<file path="src/tcdq_pkg.sv">
package tcdq_pkg;

    // Field widths of one tick item and one result item
    localparam int TIME_W  = 32;
    localparam int DELAY_W = 16;
    localparam int CMD_W   = 32;

    // Bit offsets inside the slave-side tdata, lowest field first
    localparam int S_NOW_LO   = 0;
    localparam int S_DELAY_LO = S_NOW_LO + TIME_W;
    localparam int S_POS_LO   = S_DELAY_LO + DELAY_W;
    localparam int S_VEL_LO   = S_POS_LO + CMD_W;
    localparam int S_TDATA_W  = ((S_VEL_LO + CMD_W + 7) / 8) * 8;

    // Master-side tdata carries position then velocity; dropped travels in tuser
    localparam int M_TDATA_W = ((2 * CMD_W + 7) / 8) * 8;
    localparam int M_TUSER_W = 1;

    localparam int QUEUE_DEPTH_DEF = 16;

endpackage

</file>
<file path="src/timestamped_command_delay_queue_unit.sv">
// Timestamped command delay queue with sample hold.
//
// Slave channel (s_axis_*): one transfer per control tick, carrying the current
// time, a delay in ticks and a position/velocity command pair. The pair is
// stamped with release time now + delay (saturating) and appended to a queue
// of QUEUE_DEPTH entries; when the queue is full the pair is discarded and the
// result is flagged in tuser.
// Master channel (m_axis_*): exactly one result transfer per tick. It carries
// the pair of the last entry released on that tick, or the held pair when
// nothing fell due. Before the first release the held pair is the first
// tick's position with zero velocity.
// Timing: one item is worked on at a time. After acceptance the unit reads the
// queue head, then checks and releases due entries one by one (0 to QUEUE_DEPTH
// of them), then loads the result; the queue memory delivers one entry per cycle
// through its single registered read port.
// The result register parts the two sides: a new tick is accepted while the
// previous result still waits; if the receiver stalls, the next result holds
// in the final step until the register frees.
// Reset (synchronous, active low) empties the queue, clears the held pair's
// primed flag and drops any pending result. Queue contents are not cleared.
module timestamped_command_delay_queue_unit #(
    parameter int QUEUE_DEPTH = tcdq_pkg::QUEUE_DEPTH_DEF
) (
    input  logic                           i_clk,
    input  logic                           i_rst_n,
    input  logic                           s_axis_tvalid,
    output logic                           s_axis_tready,
    // now_time[31:0], delay_ticks[47:32], position_cmd[79:48], velocity_cmd[111:80]
    input  logic [tcdq_pkg::S_TDATA_W-1:0] s_axis_tdata,
    output logic                           m_axis_tvalid,
    input  logic                           m_axis_tready,
    // position_out[31:0], velocity_out[63:32]
    output logic [tcdq_pkg::M_TDATA_W-1:0] m_axis_tdata,
    // dropped[0]
    output logic [tcdq_pkg::M_TUSER_W-1:0] m_axis_tuser
);
    import tcdq_pkg::*;

    localparam int AW = (QUEUE_DEPTH > 1) ? $clog2(QUEUE_DEPTH) : 1;
    localparam int CW = $clog2(QUEUE_DEPTH + 1);
    localparam logic [AW-1:0] IDX_LAST = AW'(QUEUE_DEPTH - 1);
    localparam logic [CW-1:0] CNT_FULL = CW'(QUEUE_DEPTH);

    typedef struct packed {
        logic [TIME_W-1:0] rel;
        logic [CMD_W-1:0]  pos;
        logic [CMD_W-1:0]  vel;
    } t_entry;

    typedef enum logic [1:0] {
        ST_IDLE,
        ST_READ,
        ST_CHECK,
        ST_DONE
    } t_state;

    // Queue storage: one synchronous memory, one write and one read port
    t_entry r_mem [QUEUE_DEPTH];
    t_entry r_rd_data;

    t_state            r_state;
    logic [AW-1:0]     r_head;
    logic [AW-1:0]     r_tail;
    logic [CW-1:0]     r_count;
    logic              r_primed;
    logic [TIME_W-1:0] r_now;
    logic [CMD_W-1:0]  r_held_pos;
    logic [CMD_W-1:0]  r_held_vel;
    logic              r_dropped;
    logic              r_out_valid;
    logic [M_TDATA_W-1:0] r_out_data;
    logic [M_TUSER_W-1:0] r_out_user;

    logic [TIME_W-1:0]  in_now;
    logic [DELAY_W-1:0] in_delay;
    logic [CMD_W-1:0]   in_pos;
    logic [CMD_W-1:0]   in_vel;
    logic [TIME_W:0]    rel_sum;
    logic [TIME_W-1:0]  rel_time;
    logic               accept;
    logic               full;
    logic               wr_en;
    logic               pop;
    logic               out_free;
    logic               load_out;
    logic [AW-1:0]      head_inc;
    logic [AW-1:0]      tail_inc;
    logic [AW-1:0]      rd_addr;

    assign in_now   = s_axis_tdata[S_NOW_LO +: TIME_W];
    assign in_delay = s_axis_tdata[S_DELAY_LO +: DELAY_W];
    assign in_pos   = s_axis_tdata[S_POS_LO +: CMD_W];
    assign in_vel   = s_axis_tdata[S_VEL_LO +: CMD_W];

    // Saturate the release time at the top of the time range
    assign rel_sum  = {1'b0, in_now} + {{(TIME_W + 1 - DELAY_W){1'b0}}, in_delay};
    assign rel_time = rel_sum[TIME_W] ? {TIME_W{1'b1}} : rel_sum[TIME_W-1:0];

    assign s_axis_tready = (r_state == ST_IDLE);
    assign accept        = s_axis_tvalid && s_axis_tready;
    assign full          = (r_count == CNT_FULL);
    assign wr_en         = accept && !full;

    assign head_inc = (r_head == IDX_LAST) ? '0 : r_head + AW'(1);
    assign tail_inc = (r_tail == IDX_LAST) ? '0 : r_tail + AW'(1);

    // Release the head while it is due; stop at the first entry not yet due
    assign pop = (r_state == ST_CHECK) && (r_count != '0) && (r_rd_data.rel <= r_now);

    // Read ahead on a release so the next head is ready in the following cycle
    assign rd_addr  = pop ? head_inc : r_head;
    assign out_free = !r_out_valid || m_axis_tready;
    assign load_out = (r_state == ST_DONE) && out_free;

    always_ff @(posedge i_clk) begin
        if (wr_en) begin
            r_mem[r_tail] <= '{rel: rel_time, pos: in_pos, vel: in_vel};
        end
        r_rd_data <= r_mem[rd_addr];
    end

    always_ff @(posedge i_clk) begin
        if (!i_rst_n) begin
            r_state     <= ST_IDLE;
            r_head      <= '0;
            r_tail      <= '0;
            r_count     <= '0;
            r_primed    <= 1'b0;
            r_out_valid <= 1'b0;
        end else begin
            // Load a new result or drop the one just taken
            if (load_out) begin
                r_out_valid <= 1'b1;
            end else if (r_out_valid && m_axis_tready) begin
                r_out_valid <= 1'b0;
            end

            case (r_state)
                ST_IDLE: begin
                    if (accept) begin
                        r_now <= in_now;
                        if (!r_primed) begin
                            r_held_pos <= in_pos;
                            r_held_vel <= '0;
                            r_primed   <= 1'b1;
                        end
                        if (full) begin
                            r_dropped <= 1'b1;
                        end else begin
                            r_dropped <= 1'b0;
                            r_tail    <= tail_inc;
                            r_count   <= r_count + CW'(1);
                        end
                        r_state <= ST_READ;
                    end
                end
                ST_READ: begin
                    // head entry is being read; the push has landed by now
                    r_state <= ST_CHECK;
                end
                ST_CHECK: begin
                    if (pop) begin
                        r_held_pos <= r_rd_data.pos;
                        r_held_vel <= r_rd_data.vel;
                        r_head     <= head_inc;
                        r_count    <= r_count - CW'(1);
                    end else begin
                        r_state <= ST_DONE;
                    end
                end
                ST_DONE: begin
                    // hold here while the previous result is still stalled
                    if (load_out) begin
                        r_out_data <= {r_held_vel, r_held_pos};
                        r_out_user <= r_dropped;
                        r_state    <= ST_IDLE;
                    end
                end
                default: begin
                    r_state <= ST_IDLE;
                end
            endcase
        end
    end

    assign m_axis_tvalid = r_out_valid;
    assign m_axis_tdata  = r_out_data;
    assign m_axis_tuser  = r_out_user;

endmodule

</file>
<file path="config.mk">
export PLATFORM = sky130hd
export DESIGN_NAME = timestamped_command_delay_queue_unit
export DESIGN_NICKNAME = d
export VERILOG_FILES = /design/src/tcdq_pkg.sv /design/src/timestamped_command_delay_queue_unit.sv
export SDC_FILE = /design/constraint.sdc
export NUM_CORES = 2
export LEC_CHECK = 0
export BUFFER_PORTS_ARGS = -buffer_cell sky130_fd_sc_hd__buf_4
export CAP_MARGIN = 20
export CORE_ASPECT_RATIO = 1.5
export CORE_UTILIZATION = 40
export DETAILED_ROUTE_END_ITERATION = 6
export PLACE_DENSITY = 0.6
export SYNTH_ARGS = -nofsm -noshare
export SYNTH_HDL_FRONTEND = slang
export SYNTH_SLANG_ARGS = --single-unit
</file>
<file path="constraint.sdc">
create_clock -name i_clk -period 9.02 [get_ports i_clk]
set_clock_uncertainty 0.05 [all_clocks]
set_input_delay 0.451 -clock i_clk [delete_from_list [all_inputs] [get_ports i_clk]]
set_output_delay 0.451 -clock i_clk [all_outputs]
set_load 0.02 [all_outputs]
</file>
==> out/qor.yml <==
run_status: "finished clean"
cts_max_path_bufs: 3
min_path_type: "in -> reg"
vias: 40800
critical_path.endpoint_type: "flop"
final_nets: 5206
clock_tree.root_cell: "sky130_fd_sc_hd__clkbuf_16"
ys_seq_elements: 1811
wire_per_inst_um: 23.6
antenna_violating_nets_left: 0
grt_setup_unrepaired: "false"
timing.setup.critical_path_class: "reg -> reg"
final_cell_mix: "1698 x sky130_fd_sc_hd__edfxtp_1, 1197 x sky130_fd_sc_hd__nand2_1, 395 x sky130_fd_sc_hd__and3_1, 257 x sky130_fd_sc_hd__buf_4"
critical_path_peak_fanout: 187
hold_path_depth: 4
remaining_drc_errors: 0
critical_path.startpoint_type: "flop"
synth-compound-area-share: 0.0507
fmaxAchievable_mhz: 184
post-route-period-util: 0.602
number_of_sinks_on_the_clock_net: 1811
cts_inserted_buffers: 162
worst-endpoint-required_ps: 9660
wirelength_um: 176000
max_cap_viol_count: 0
grt_util_all_layers: 0.196
post-cts-setup-buffer-count: 0
area.growth.synth_to_final_pct: 14.6
first_global_vias: 40000
cts-hold-fix-buffers: 98
synth_cell_type_count: 54
final-setup-viol-count: 0
layout_cells_sized_above_1: 0.131
synthesis.nets: 4956
fin_setup_tns_ps: 0
overflow: 0
drtIter0Drc: 3883
cts_resized: 0
grt_max_degree: 188
gp_congestion: 0.770
yosys_most_used_dff: "sky130_fd_sc_hd__edfxtp_1"
ys_seq_area_frac: 0.756
share_of_synthesized_flip_flops_with_an_asynchronous_set_or_reset: 0
synth.area.mux_share: 0.0485
grt_first_pass_wirelength_um: 260000
leakage_uw: 0.0280
firstDrtPassIters: 6
viasPerCell: 5.47
whs_ps: 83.6
synth_fa_ha_area_frac: 0.0110
design.core.area_um2: 175000
worst_setup_hold_path_clk_slew_ps: 70
reg2regPathDepth: 13
power_density_nw_per_um2: 243
final_cell_area_um2: 80700
yosys.area_share.simple: 0.110
initial_core_util: 0.403
cp_data_arrival_time_ps: 6060
post-dp-hpwl_um: 87700
final_instance_count_without_filler_cells: 7458
clk_latency_ps: 800
tritoncts: "yes"
rows: 188
synth-edff-count: 1698
antenna_found_initial: 18
synthesis.instances: 4779
num_io_pins: 183
irDropWorstVdd_uv: 193
floorplan.die.width_um: 345
die_height_um: 516
worst_pin_slew_ps: 1250
h-tree-depth: 4
place.port_buffers: 182
most_common_cell_after_layout_fill_and_taps_aside: "sky130_fd_sc_hd__edfxtp_1"
synthesis.yosys.warnings: 0
final_max_slew_viol_count: 0
synth-xor-area-share: 0.00348
syn-mean-instance-area_um2: 14.7
slew_headroom: 0.169
final_hold_viol_count: 0
synth_top_family_by_area: "simple AND/OR/NAND/NOR gates"
dp.cells: 7045
synth_area_um2: 70500
die-area_um2: 178000
detailed_place.area_um2: 74400
final.min_clock_period_ps: 5430
metal layers:
metal	wire (um)	share of wire	track usage	vias to the layer above
li1	-	-	-	18400
met1	72800	0.41	0.256	20900
met2	89600	0.51	0.340	1209
met3	9410	0.053	0.0252	290
met4	4270	0.024	0.0578	16
met5	92	0.00052	0	-
synthesized netlist by cell type, drive strengths merged, types with 2 or more instances:
cell type / number / area share
o21ai: 22 / 0.0016
mux2i: 195 / 0.028
o32ai: 96 / 0.012
nor3: 10 / 0.00071
xnor2: 15 / 0.0019
nor2: 54 / 0.0029
o21bai: 2 / 0.00021
buf: 128 / 0.0092
or3: 2 / 0.00018
nand3: 18 / 0.0013
a221o: 97 / 0.014
fa: 2 / 0.00057
and4: 3 / 0.00037
nor2b: 5 / 0.00044
nand4: 8 / 0.00071
and2: 37 / 0.0033
a21boi: 3 / 0.00032
clkbuf: 150 / 0.0080
o211ai: 4 / 0.00043
and3: 395 / 0.035
mux2: 130 / 0.021
edfxtp: 1698 / 0.72
nand2b: 9 / 0.00080
dfxtp: 113 / 0.032
ha: 59 / 0.010
a221oi: 2 / 0.00034
a31oi: 195 / 0.017
nand2: 1201 / 0.064
o41a: 2 / 0.00032
inv: 57 / 0.0030
nor4: 2 / 0.00027
a21o: 7 / 0.00075
xor2: 13 / 0.0016
o21a: 3 / 0.00032
a21oi: 31 / 0.0022
layout make-up:
cell class                      count  area (um^2)
Timing Repair Buffer              364         3100
Fill cell                       15300        94300
Tap cell                         2280         2850
Inverter                           57          214
Sequential cell                  1811        53300
Multi-Input combinational cell   2633        16000
Clock buffer                      201         4390
Clock inverter                    101          902
Antenna cell                       11         27.5
stage by stage:
step                total power (uW)  utilization  setup WS (ps)
detailed placement             12900        0.425           3660
global route                   20300        0.461           3390
floorplan                      12000            -            383
global placement               12900        0.425           3680
CTS                            19800        0.461           3630
finish                         19600        0.461           3590
registers in the layout (all words and copies together), names as in the netlist:
register / flops
r_dropped: 1
r_held_vel: 32
r_count: 5
r_state: 2
m_axis_tdata: 64
r_mem: 1536
r_rd_data: 96
m_axis_tvalid: 1
r_tail: 4
r_primed: 1
r_held_pos: 32
r_now: 32
r_head: 4
m_axis_tuser: 1
power breakdown:
| group | switching [uW] | total (uW) | leakage (uW) | internal (uW) |
|---|---|---|---|---|
| Clock | 3070 | 6890 | 0.00258 | 3820 |
| Sequential | 178 | 10100 | 0.0163 | 9920 |
| Combinational | 1640 | 2630 | 0.00913 | 997 |
| Total | 4880 | 19600 | 0.0280 | 14700 |
critical path, stage by stage, from the launching register on:
cell and delay (ps):
sky130_fd_sc_hd__edfxtp_1 320, sky130_fd_sc_hd__inv_1 40, sky130_fd_sc_hd__ha_1 300, sky130_fd_sc_hd__nand4_1 180, sky130_fd_sc_hd__nor4_2 850, sky130_fd_sc_hd__and2_1 230
sky130_fd_sc_hd__o41a_1 310, sky130_fd_sc_hd__mux2_2 410, sky130_fd_sc_hd__nand2_4 700, sky130_fd_sc_hd__buf_12 640, sky130_fd_sc_hd__mux2i_1 280, sky130_fd_sc_hd__mux2_2 190
sky130_fd_sc_hd__o32ai_1 90, sky130_fd_sc_hd__a221o_1 310
cell families (layout without fill, tap and decap cells):
family                     Yosys count  in the layout
xor gates and xnor gates            28             28
buffers and inverters              335            723
and+or+nand+nor                   1747           1747
AOI/OAI and AO/OA                  472            472
adders and majority gates           61             61
muxes                              325            325
DFF                               1811           1811
other                                0             11
worst paths after layout:
| kind | slack [ps] | from | to |
|---|---|---|---|
| setup reg to reg | 3590 | r_now[31] | r_rd_data[21] |
| hold reg to reg | 370 | r_held_vel[30] | m_axis_tdata[62] |
| setup / recovery | 3590 | r_now[31] | r_rd_data[21] |
| hold / removal | 80 | m_axis_tready | m_axis_tvalid |
(Power assumes the default switching activity.)
